[src/hdl/dcm_pkg.sv]
// Package: shared types, constants and state codes of the duty cycle meter.
`timescale 1ns / 1ps

package dcm_pkg;

  localparam int TIME_W = 32;
  localparam int DUTY_W = 10;

  // Duty full scale: 1000 tenths of a percent.
  localparam int DUTY_FULL_INT = 1000;
  localparam logic [DUTY_W-1:0] DUTY_FULL = DUTY_W'(DUTY_FULL_INT);

  // Numerator on_time * 1000 fits in 42 bits; one more bit for the shifted divisor.
  localparam int NUM_W = TIME_W + DUTY_W + 1;

  // Quotient bits worked out by the divider (values up to 2047).
  localparam int QBITS = 11;
  localparam int CNT_W = $clog2(QBITS);

  localparam int QUEUE_DEPTH_DEF = 2;

  localparam logic [TIME_W-1:0] TIME_MAX = '1;

  localparam logic OP_EDGE   = 1'b0;
  localparam logic OP_REPORT = 1'b1;

  typedef struct packed {
    logic [TIME_W-1:0] on_time;
    logic [TIME_W-1:0] window;
  } dcm_job_t;

  localparam int JOB_W = $bits(dcm_job_t);

  typedef enum logic [2:0] {
    B_IDLE,
    B_MUL,
    B_CHK,
    B_DIV,
    B_OUT
  } back_state_t;

endpackage

[src/hdl/dcm_fifo.sv]
// Small register queue between the front and the back of the duty cycle meter.
`timescale 1ns / 1ps

module dcm_fifo #(
  parameter int WIDTH = 64,
  parameter int DEPTH = 2
) (
  input  logic             clk,
  input  logic             rst,
  input  logic             push_valid,
  output logic             push_ready,
  input  logic [WIDTH-1:0] push_data,
  output logic             pop_valid,
  input  logic             pop_ready,
  output logic [WIDTH-1:0] pop_data
);

  localparam int PTR_W = (DEPTH > 1) ? $clog2(DEPTH) : 1;
  localparam int CNT_W = $clog2(DEPTH + 1);
  localparam logic [PTR_W-1:0] PTR_LAST = PTR_W'(DEPTH - 1);
  localparam logic [CNT_W-1:0] CNT_FULL = CNT_W'(DEPTH);

  logic [WIDTH-1:0] mem [DEPTH];
  logic [PTR_W-1:0] wr_ptr;
  logic [PTR_W-1:0] rd_ptr;
  logic [CNT_W-1:0] count;

  logic do_push;
  logic do_pop;

  assign push_ready = (count != CNT_FULL);
  assign pop_valid  = (count != '0);
  assign pop_data   = mem[rd_ptr];
  assign do_push    = push_valid && push_ready;
  assign do_pop     = pop_valid && pop_ready;

  always_ff @(posedge clk) begin
    if (do_push) begin
      mem[wr_ptr] <= push_data;
    end
  end

  always_ff @(posedge clk) begin
    if (rst) begin
      wr_ptr <= '0;
      rd_ptr <= '0;
      count  <= '0;
    end else begin
      if (do_push) begin
        wr_ptr <= (wr_ptr == PTR_LAST) ? '0 : wr_ptr + 1'b1;
      end
      if (do_pop) begin
        rd_ptr <= (rd_ptr == PTR_LAST) ? '0 : rd_ptr + 1'b1;
      end
      if (do_push && !do_pop) begin
        count <= count + 1'b1;
      end else if (do_pop && !do_push) begin
        count <= count - 1'b1;
      end
    end
  end

endmodule

[src/hdl/dcm_front.sv]
// Front end: takes edges always, tracks pin level and on time, queues reports.
`timescale 1ns / 1ps

module dcm_front import dcm_pkg::*; (
  input  logic              clk,
  input  logic              rst,
  input  logic              in_valid,
  output logic              in_ready,
  input  logic              op,
  input  logic              level,
  input  logic [TIME_W-1:0] now_us,
  output logic              job_valid,
  input  logic              job_ready,
  output dcm_job_t          job
);

  logic              held_level;
  logic [TIME_W-1:0] last_edge_time;
  logic [TIME_W-1:0] high_accum;
  logic [TIME_W-1:0] window_start;

  logic [TIME_W-1:0] high_time;
  logic [TIME_W:0]   sum;
  logic [TIME_W-1:0] sat_sum;
  logic              accept;

  // Edges never wait; a report waits only for room in the queue.
  assign in_ready  = (op == OP_EDGE) || job_ready;
  assign accept    = in_valid && in_ready;
  assign job_valid = in_valid && (op == OP_REPORT);

  // Open high interval closed with a saturating add.
  assign high_time = now_us - last_edge_time;
  assign sum       = {1'b0, high_accum} + {1'b0, high_time};
  assign sat_sum   = sum[TIME_W] ? TIME_MAX : sum[TIME_W-1:0];

  assign job.on_time = held_level ? sat_sum : high_accum;
  assign job.window  = now_us - window_start;

  always_ff @(posedge clk) begin
    if (rst) begin
      held_level     <= 1'b0;
      last_edge_time <= '0;
      high_accum     <= '0;
      window_start   <= '0;
    end else if (accept) begin
      if (op == OP_REPORT) begin
        high_accum     <= '0;
        last_edge_time <= now_us;
        window_start   <= now_us;
      end else if (level != held_level) begin
        held_level     <= level;
        last_edge_time <= now_us;
        if (!level) begin
          high_accum <= sat_sum;
        end
      end
    end
  end

endmodule

[src/hdl/dcm_back.sv]
// Back end: restoring divider for the duty ratio and the result output register.
`timescale 1ns / 1ps

module dcm_back import dcm_pkg::*; (
  input  logic              clk,
  input  logic              rst,
  input  logic              job_valid,
  output logic              job_ready,
  input  dcm_job_t          job,
  output logic              out_valid,
  input  logic              out_ready,
  output logic [DUTY_W-1:0] duty_tenths,
  output logic [TIME_W-1:0] on_time_us,
  output logic [TIME_W-1:0] window_us,
  output logic              empty_window
);

  back_state_t state, state_next;

  logic [NUM_W-1:0] rem;
  logic [NUM_W-1:0] divisor;
  logic [QBITS-1:0] quot;
  logic [CNT_W-1:0] cnt;

  logic [NUM_W-1:0] div_full;
  logic [NUM_W-1:0] rem_sub;
  logic             take;
  logic [QBITS-1:0] quot_step;
  logic             sat_hit;

  assign div_full  = {window_us, QBITS'(0)};
  assign sat_hit   = (rem >= div_full);
  assign take      = (rem >= divisor);
  assign rem_sub   = rem - divisor;
  assign quot_step = {quot[QBITS-2:0], take};

  // Next state.
  always_comb begin
    state_next = state;
    case (state)
      B_IDLE: if (job_valid) state_next = B_MUL;
      B_MUL:  state_next = B_CHK;
      B_CHK: begin
        if (window_us == '0 || sat_hit) begin
          state_next = B_OUT;
        end else begin
          state_next = B_DIV;
        end
      end
      B_DIV:  if (cnt == '0) state_next = B_OUT;
      B_OUT:  if (out_ready) state_next = B_IDLE;
      default: state_next = B_IDLE;
    endcase
  end

  // Handshake outputs.
  always_comb begin
    job_ready = 1'b0;
    out_valid = 1'b0;
    case (state)
      B_IDLE:  job_ready = 1'b1;
      B_OUT:   out_valid = 1'b1;
      default: ;
    endcase
  end

  always_ff @(posedge clk) begin
    if (rst) begin
      state <= B_IDLE;
    end else begin
      state <= state_next;
    end
  end

  always_ff @(posedge clk) begin
    case (state)
      B_IDLE: begin
        on_time_us   <= job.on_time;
        window_us    <= job.window;
        empty_window <= 1'b0;
      end
      B_MUL: begin
        // Full 42-bit product of on time and full scale.
        rem <= NUM_W'(on_time_us) * NUM_W'(DUTY_FULL_INT);
      end
      B_CHK: begin
        divisor <= {1'b0, window_us, (QBITS-1)'(0)};
        quot    <= '0;
        cnt     <= CNT_W'(QBITS - 1);
        if (window_us == '0) begin
          empty_window <= 1'b1;
          duty_tenths  <= '0;
        end else if (sat_hit) begin
          duty_tenths <= DUTY_FULL;
        end
      end
      B_DIV: begin
        if (take) begin
          rem <= rem_sub;
        end
        quot    <= quot_step;
        divisor <= divisor >> 1;
        cnt     <= cnt - 1'b1;
        if (cnt == '0) begin
          duty_tenths <= (quot_step > QBITS'(DUTY_FULL_INT)) ? DUTY_FULL
                                                             : quot_step[DUTY_W-1:0];
        end
      end
      default: ;
    endcase
  end

endmodule

[src/hdl/duty_cycle_meter_unit.sv]
// Top level of the duty cycle meter: front end, job queue and divider back end.
`timescale 1ns / 1ps

// Duty cycle meter. Each input beat is either a pin edge event (op = 0, with
// level and now_us) or a report request (op = 1, with now_us). Edge events
// are absorbed by the front end at one beat per clock and never produce a
// result; an edge whose level matches the held level is dropped. Falling
// edges add the high time to a saturating 32-bit on-time accumulator. A
// report closes any open high interval, captures on time and window length,
// restarts the window at now_us and queues a job; the report beat itself
// is accepted as long as the job queue (QUEUE_DEPTH entries) has room.
// The back end turns each job into one result beat: duty_tenths =
// floor(on_time * 1000 / window), capped at 1000, with empty_window set and
// duty 0 for a zero-length window. The back end runs a multiply, a range
// check and then, unless the window is empty or saturated, an 11-step
// restoring divider at one quotient bit per cycle, and holds the result
// beat in the output register until it is taken. It takes a new job only
// after that, so further reports wait in the queue and stall once it is
// full; edge beats keep flowing at one per cycle regardless. All timestamp
// differences wrap modulo 2^32. After reset the pin is taken as low and all
// timestamps start at zero.
module duty_cycle_meter_unit import dcm_pkg::*; #(
  parameter int QUEUE_DEPTH = QUEUE_DEPTH_DEF
) (
  input  logic              clk,
  input  logic              rst,
  // Input channel
  input  logic              in_valid,
  output logic              in_ready,
  input  logic              op,
  input  logic              level,
  input  logic [TIME_W-1:0] now_us,
  // Result channel
  output logic              out_valid,
  input  logic              out_ready,
  output logic [DUTY_W-1:0] duty_tenths,
  output logic [TIME_W-1:0] on_time_us,
  output logic [TIME_W-1:0] window_us,
  output logic              empty_window
);

  dcm_job_t          push_job;
  logic              push_valid;
  logic              push_ready;
  logic [JOB_W-1:0]  pop_data;
  logic              pop_valid;
  logic              pop_ready;

  // Front end: level tracking, accumulator and report capture.
  dcm_front u_front (
    .clk       (clk),
    .rst       (rst),
    .in_valid  (in_valid),
    .in_ready  (in_ready),
    .op        (op),
    .level     (level),
    .now_us    (now_us),
    .job_valid (push_valid),
    .job_ready (push_ready),
    .job       (push_job)
  );

  // Report jobs wait here while the divider is busy.
  dcm_fifo #(
    .WIDTH (JOB_W),
    .DEPTH (QUEUE_DEPTH)
  ) u_queue (
    .clk        (clk),
    .rst        (rst),
    .push_valid (push_valid),
    .push_ready (push_ready),
    .push_data  (push_job),
    .pop_valid  (pop_valid),
    .pop_ready  (pop_ready),
    .pop_data   (pop_data)
  );

  // Back end: duty ratio divider and result register.
  dcm_back u_back (
    .clk          (clk),
    .rst          (rst),
    .job_valid    (pop_valid),
    .job_ready    (pop_ready),
    .job          (dcm_job_t'(pop_data)),
    .out_valid    (out_valid),
    .out_ready    (out_ready),
    .duty_tenths  (duty_tenths),
    .on_time_us   (on_time_us),
    .window_us    (window_us),
    .empty_window (empty_window)
  );

endmodule
[config.mk]
export PLATFORM = sky130hd
export DESIGN_NAME = duty_cycle_meter_unit
export DESIGN_NICKNAME = d
export VERILOG_FILES = /design/src/hdl/dcm_pkg.sv /design/src/hdl/dcm_fifo.sv /design/src/hdl/dcm_front.sv /design/src/hdl/dcm_back.sv /design/src/hdl/duty_cycle_meter_unit.sv
export SDC_FILE = /design/constraint.sdc
export NUM_CORES = 1
export LEC_CHECK = 0
export ABC_AREA = 0
export BUFFER_PORTS_ARGS = -buffer_cell sky130_fd_sc_hd__buf_2
export CAP_MARGIN = 10
export CORE_ASPECT_RATIO = 0.7
export CORE_MARGIN = 2
export CORE_UTILIZATION = 35
export CTS_BUF_LIST = sky130_fd_sc_hd__clkbuf_4
export CTS_CLUSTER_SIZE = 28
export DETAILED_ROUTE_END_ITERATION = 10
export HOLD_SLACK_MARGIN = 0.08
export PLACE_DENSITY = 0.53
export SETUP_SLACK_MARGIN = 0.15
export SLEW_MARGIN = 20
export SYNTH_ARGS = -nofsm -noshare
export SYNTH_HDL_FRONTEND = slang
export SYNTH_SLANG_ARGS = --single-unit
[constraint.sdc]
create_clock -name clk -period 8.8 [get_ports clk]
set_clock_uncertainty 0.1 [all_clocks]
set_input_delay 2.64 -clock clk [delete_from_list [all_inputs] [get_ports clk]]
set_output_delay 2.64 -clock clk [all_outputs]
set_load 0.1 [all_outputs]
# After elaboration in Yosys (flattened, before gate mapping)
# Memory sizes are Yosys's and may differ from the RTL's. A register that Yosys moved wholly into a read port is not among the register bits.
# Cells that the tools add are included.
[op_classes] mux=32 addsub=9 bitwise_logic=1 magnitude_cmp=3 n_mul=1 reduce_logical=27 eq_ne=13
[ops] cell="$mux 32" count=7
[ops] cell="$pmux 43 s2" count=2
[ops] cell="$ge 43x43->1" count=2
[ops] cell="$sub 32x32->32" count=2
[ops] cell="$mux 43" count=1
[ops] cell="$sub 43x43->43" count=1
[ops] cell="$mux 10" count=4
[ops] cell="$pmux 10 s2" count=2
[ops] cell="$mul 32x7->39 const B" count=1
[ops] cell="$add 32x32->33" count=1
[ops] cell="$logic_not 32->1" count=1
[ops] cell="$pmux 3 s5" count=1
[ops] cell="$mux 3" count=4
[ops] cell="$reduce_and 3->1" count=4
[ops] cell="$reduce_bool 2->1" count=6
[ops] cell="$gt 11x10->1 const B" count=1
[ops] cell="$ne 2x2->1 const B" count=4
[ops] cell="$pmux 4 s2" count=1
[ops] cell="$reduce_and 2->1" count=4
[ops] cell="$mux 1" count=7
[ops] cell="$eq 3x2->1 const B" count=2
[ops] cell="$logic_and 1x1->1" count=6
[ops] cell="$ne 2x1->1 const B" count=3
[ops] cell="$logic_not 4->1" count=1
[ops] cell="14 further kinds" count=18
[word_totals] ram_bits=128 out_inout_bits=77 regBits=215 n_memories=1 input_bits=38 elab_cells=101
[memory_table] name="u_queue.mem" words=2 width=64 read_ports=1 rd_ports_with_merged_regs=1 write_ports=1 line_no="dcm_fifo.sv:23" rtl="logic [WIDTH-1:0] mem [DEPTH];"

# Depth between registers and ports, before layout
[logic_depth] word_depth=6 ltp_mapped=24 ltp_nobuf=22

# Hierarchy
# From an unflattened synthesis, not the netlist that was laid out.
[unflattened] cells_unflattened=2848 hier_area_um2=28518.6
[modules_own_cells] mod="dcm_back" cells_per_inst=1483 area_each_um2=15159.5 n_inst=1
[modules_own_cells] mod="dcm_front" cells_per_inst=1142 area_each_um2=8521.9 n_inst=1
[modules_own_cells] mod="dcm_fifo" cells_per_inst=223 area_each_um2=4837.1 n_inst=1

# Least setup slack after synthesis
# Ideal clock, no wire load.
[synth_path] path_type="register to register" startpoint="register u_back.state[0]" endpoint="register u_queue.count[1]" setup_ps=70 t_arrival_ps=6980 path_buffers=1 path_slack_ps=1649 stages_incl_launch_ff=8 path_cell_list="dfxtp_1 > clkbuf_1 > nor3_1 > o21ai_0 > ha_1 > xor2_1 > or3_1 > a21oi_1"
[synth_between] elab_chain_len=6 word_cells_on_any_way=8
[synth_lines] item="start, declared" line_no="dcm_back.sv:18" rtl="back_state_t state, state_next;"
[synth_lines] item="start signal, assigned" line_no="dcm_back.sv:71" rtl="state <= state_next;"
[synth_lines] item="$logic_not 3->1 (*)" line_no="dcm_back.sv:60" rtl="case (state)"
[synth_lines] item="$mux 1 (*)" line_no="dcm_back.sv:60"
[synth_lines] item="$logic_and 1x1->1 (*)" line_no="dcm_fifo.sv:35" rtl="assign do_pop = pop_valid && pop_ready;"
[synth_lines] item="$logic_not 1->1" line_no="dcm_fifo.sv:55" rtl="if (do_push && !do_pop) begin"
[synth_lines] item="$logic_and 1x1->1" line_no="dcm_fifo.sv:55"
[synth_lines] item="$mux 2 or $reduce_bool 2->1 (tied branches)"
[synth_lines] item="end signal, assigned" line_no="dcm_fifo.sv:56" rtl="count <= count + 1'b1;"
[synth_lines] item="end signal, assigned" line_no="dcm_fifo.sv:58" rtl="count <= count - 1'b1;"
[synth_lines] item="end, declared" line_no="dcm_fifo.sv:26" rtl="logic [CNT_W-1:0] count;"
# Mark *: on every way between the ends. The rest lies on a longest branch, timed or not.
# A chain may end at the register's enable or synchronous reset.

# Worst setup path in the final report
[layout_path] startpoint="input now_us[1]" endpoint="register u_front.high_accum[7]"
[layout_between] elab_chain_len=6
[layout_lines] item="start, declared" line_no="duty_cycle_meter_unit.sv:32" rtl="input logic [TIME_W-1:0] now_us,"
[layout_lines] item="$sub 32x32->32" line_no="dcm_front.sv:33" rtl="assign high_time = now_us - last_edge_time;"
[layout_lines] item="$add 32x32->33" line_no="dcm_front.sv:34" rtl="assign sum = {1'b0, high_accum} + {1'b0, high_time};"
[layout_lines] item="$mux 32" line_no="dcm_front.sv:35" rtl="assign sat_sum = sum[TIME_W] ? TIME_MAX : sum[TIME_W-1:0];"
[layout_lines] item="$mux 32" line_no="dcm_front.sv:54" rtl="if (!level) begin"
[layout_lines] item="$mux 32" line_no="dcm_front.sv:51" rtl="end else if (level != held_level) begin"
[layout_lines] item="$mux 32" line_no="dcm_front.sv:47" rtl="if (op == OP_REPORT) begin"
[layout_lines] item="end signal, assigned" line_no="dcm_front.sv:55" rtl="high_accum <= sat_sum;"
[layout_lines] item="end, declared" line_no="dcm_front.sv:19" rtl="logic [TIME_W-1:0] high_accum;"
# Every way passes these cells. The select of a mux whose other input is x is not followed.

==> reports/results.txt <==
outcome - completed
Critical R2R Launch - u_back.on_time_us[18]
synth unique cells - 76
share of the synthesized area in the top cell type - 0.316
CP max FO - 22
Post-synth EDFFs - 302
area post-placement - 30400 sq um
Synth Instances - 2964
met1 Track Usage GR - 0.307
Synth area leaders - edfxtp_1 (32%), ha_1 (11%), fa_1 (8.5%), dfxtp_1 (7.3%), a21oi_1 (5.2%)
CTS tree - done
initial antenna violation count - 6
Buf/Inv on CP - 1
min cycle time layout - 6.96 ns
initial core utilization - 0.355
Synth Flop Type - edfxtp_1
measured slew at the worst slew-check pin - 1.06 ns
synth-to-layout area growth - 10.8%
register bit total from synthesis - 406
final instance area - 31800 sq um
Clk pin slew, worst setup/hold paths - 0.06 ns
Initial DRC Count - 1747
FMAX - 0.144 GHz
crit-path cells - buf_2 -> ha_1 -> nor2b_1 -> o31ai_1 -> a21oi_1 -> o21ai_0 -> nand2_1 -> a21o_1 -> a21oi_1 -> xnor2_1 -> ha_1 -> and3_1 -> o211a_1 -> nand3_1 -> a2111oi_2 -> o21ai_2 -> a31oi_1 -> or2_1 -> nand2_1 -> a21oi_1
# port buffers - 114
std cell rows - 87
most used standard cell by instance count after synthesis - inv_1
I/O pin total - 115
post-synthesis sequential area ratio - 0.389
max_cap viols - 0
Post-Syn Area - 28700 sq um
stages on the worst setup path - 20
fin crit share - 0.791
Fin. Hold Viols - 0
Slew headroom - 0.285
Pre-antenna DRT Iters - 5
setup TNS - 0 ns
reg2reg end - u_back.rem[40]
delay of the slowest critical-path stage - 0.60 ns
worst r2r path cells - 16
final worst slack - 1.84 ns
total nets after synthesis - 3379
Layout Nets - 3527
Placer Congestion - 0.874
clock root buffer - clkbuf_4
core area - 80900 sq um
share of layout cells above drive strength 1 - 0.123
number of setup buffers added after CTS - 0
GRT Residual Overflow - 0
total number of yosys warnings - 0
post-CTS sizing - 0
Register Area - 11200 sq um
final setup vio count - 0
CTS max path bufs - 3
CTS Sinks - 406
die height - 244 um
largest net degree at the start of global routing - 90
reg-to-reg slack, setup - 3.07 ns
Top delay family on crit path - compound AO/OA/AOI/OAI gates
nature of the critical path endpoint - flip-flop
startpoint types - input pin
vias in the first global route - 20758
CP Class - in2reg
post-detail-place hpwl - 61.5 mm
clock buffer count from CTS - 106
Worst setup endpoint - u_front.high_accum[7]
die width - 346 um
global-route wire length before repair - 124 mm
Filler cells - 8274
worst hold stages - 2
Min-Delay Path Class - reg2reg
DR vias - 21863
Post-Syn Area per Cell - 9.68 sq um
H-Tree Depth - 3
pre-CTS setup slack - 0.939 ns
clk_lat worst skew - 0.96 ns
gr busiest metal - met1
met2 Use GR - 0.257
asr flop ratio synth - 0
Total Routed Length - 80.4 mm
Die ar. - 84300 sq um
dominant cell type by area after synthesis - edfxtp_1
top cells by count, synth - inv_1 (344), edfxtp_1 (302), a21oi_1 (297)
Vias/cell - 5.12
WP data arrival - 7.73 ns
required time of the critical path - 9.57 ns
unrepaired setup endpoints after global routing - false
# hold bufs at CTS - 0
CP startpoint - now_us[1]
cell mode on critical path - a21oi_1
all-layer global routing usage - 0.191
slowest cell on the critical path - nand2_1
grt met3 use - 0.0360
detailed-route wire length per cell - 18.8 um
drc violations - 0
Pins Over Slew Limit - 0
multi-input logic area - 15900 sq um
antenna viol nets, final - 0
cell type report:
type	count	share of cell area
well taps	1068	0.0421
repair buffers	131	0.0221
clock inverters	27	0.00476
inverters	345	0.0408
clock buffers	163	0.0385
flip-flops and latches	406	0.351
diodes	4	0.000315
multi-input cells	2122	0.501
registers in the layout (all words and copies together) (netlist names), 2 cells and up:
name,flops
u_queue.count,2
u_back.rem,43
u_front.last_edge_time,32
u_back.duty_tenths,10
u_queue.mem,128
u_back.window_us,32
u_back.on_time_us,32
u_back.quot,10
u_front.high_accum,32
u_back.divisor,42
u_back.state,3
u_front.window_start,32
u_back.cnt,4
routing by layer:
| metal | up-vias | share of wire | wire length (um) |
|---|---|---|---|
| met1 | 10347 | 0.53 | 42700 |
| met3 | 103 | 0.061 | 4860 |
| li1 | 10810 | - | - |
| met4 | 2 | 0.017 | 1390 |
| met2 | 601 | 0.39 | 31400 |
| met5 | - | 0.00011 | 9 |
placed cells by master, fill, tap and decap left out, drive strengths merged, types with 104 or more instances in the layout:
| master | instances |
|---|---|
| clkbuf | 163 |
| a21oi | 297 |
| buf | 131 |
| o21ai | 157 |
| nand2 | 289 |
| ha | 255 |
| edfxtp | 302 |
| inv | 349 |
| nor2 | 211 |
| dfxtp | 104 |
| fa | 122 |
kinds of logic (layout without fill, tap and decap cells):
logic type               after synthesis  count (layout)  share of synthesized area
XOR/XNOR                             147             147                     0.0449
AO/OA/AOI/OAI                        762             762                      0.163
AND/OR/NAND/NOR                      765             765                      0.121
buffers and inverters                436             666                     0.0581
flip-flops                           406             406                      0.389
other                                  0               4                          0
adder cells (fa/ha/maj)              377             377                      0.196
multiplexers                          71              71                     0.0276
worst reg2reg max path: cells and delay by family (launching register included):
| family | cells | cell delay (ns) |
|---|---|---|
| muxes | 1 | 0.11 |
| xor gates and xnor gates | 1 | 0.24 |
| buffers and inverters | 2 | 0.29 |
| adders and majority gates | 5 | 2.39 |
| AOI/OAI and AO/OA | 5 | 1.40 |
| and+or+nand+nor | 2 | 0.58 |
| DFF | 1 | 0.45 |
how the worst min path moves through the flow:
stage	startpoint	endpoint	slack (ns)
2_1_floorplan	u_front.last_edge_time[10]	u_front.last_edge_time[10]	0.34
4_1_cts	u_front.last_edge_time[29]	u_front.last_edge_time[29]	0.36
6_report	u_front.window_start[30]	u_front.window_start[30]	0.35
3_5_place_dp	u_front.last_edge_time[29]	u_front.last_edge_time[29]	0.35
3_3_place_gp	u_front.last_edge_time[14]	u_front.last_edge_time[14]	0.34
5_1_grt	u_front.last_edge_time[12]	u_front.last_edge_time[12]	0.37
per-stage QoR:
| stage | cells | hold slack [ns] | utilization |
|---|---|---|---|
| after global routing | 4266 | 0.370 | 0.393 |
| final | 4266 | 0.353 | 0.393 |
| after global placement | 4072 | 0.342 | 0.376 |
| after detailed placement | 4072 | 0.347 | 0.376 |
| after floorplan | 2964 | 0.336 | - |
| after CTS | 4262 | 0.356 | 0.393 |
Power is not shown: default switching activity piles up to over one toggle a cycle in this logic, so the estimate is an artifact.
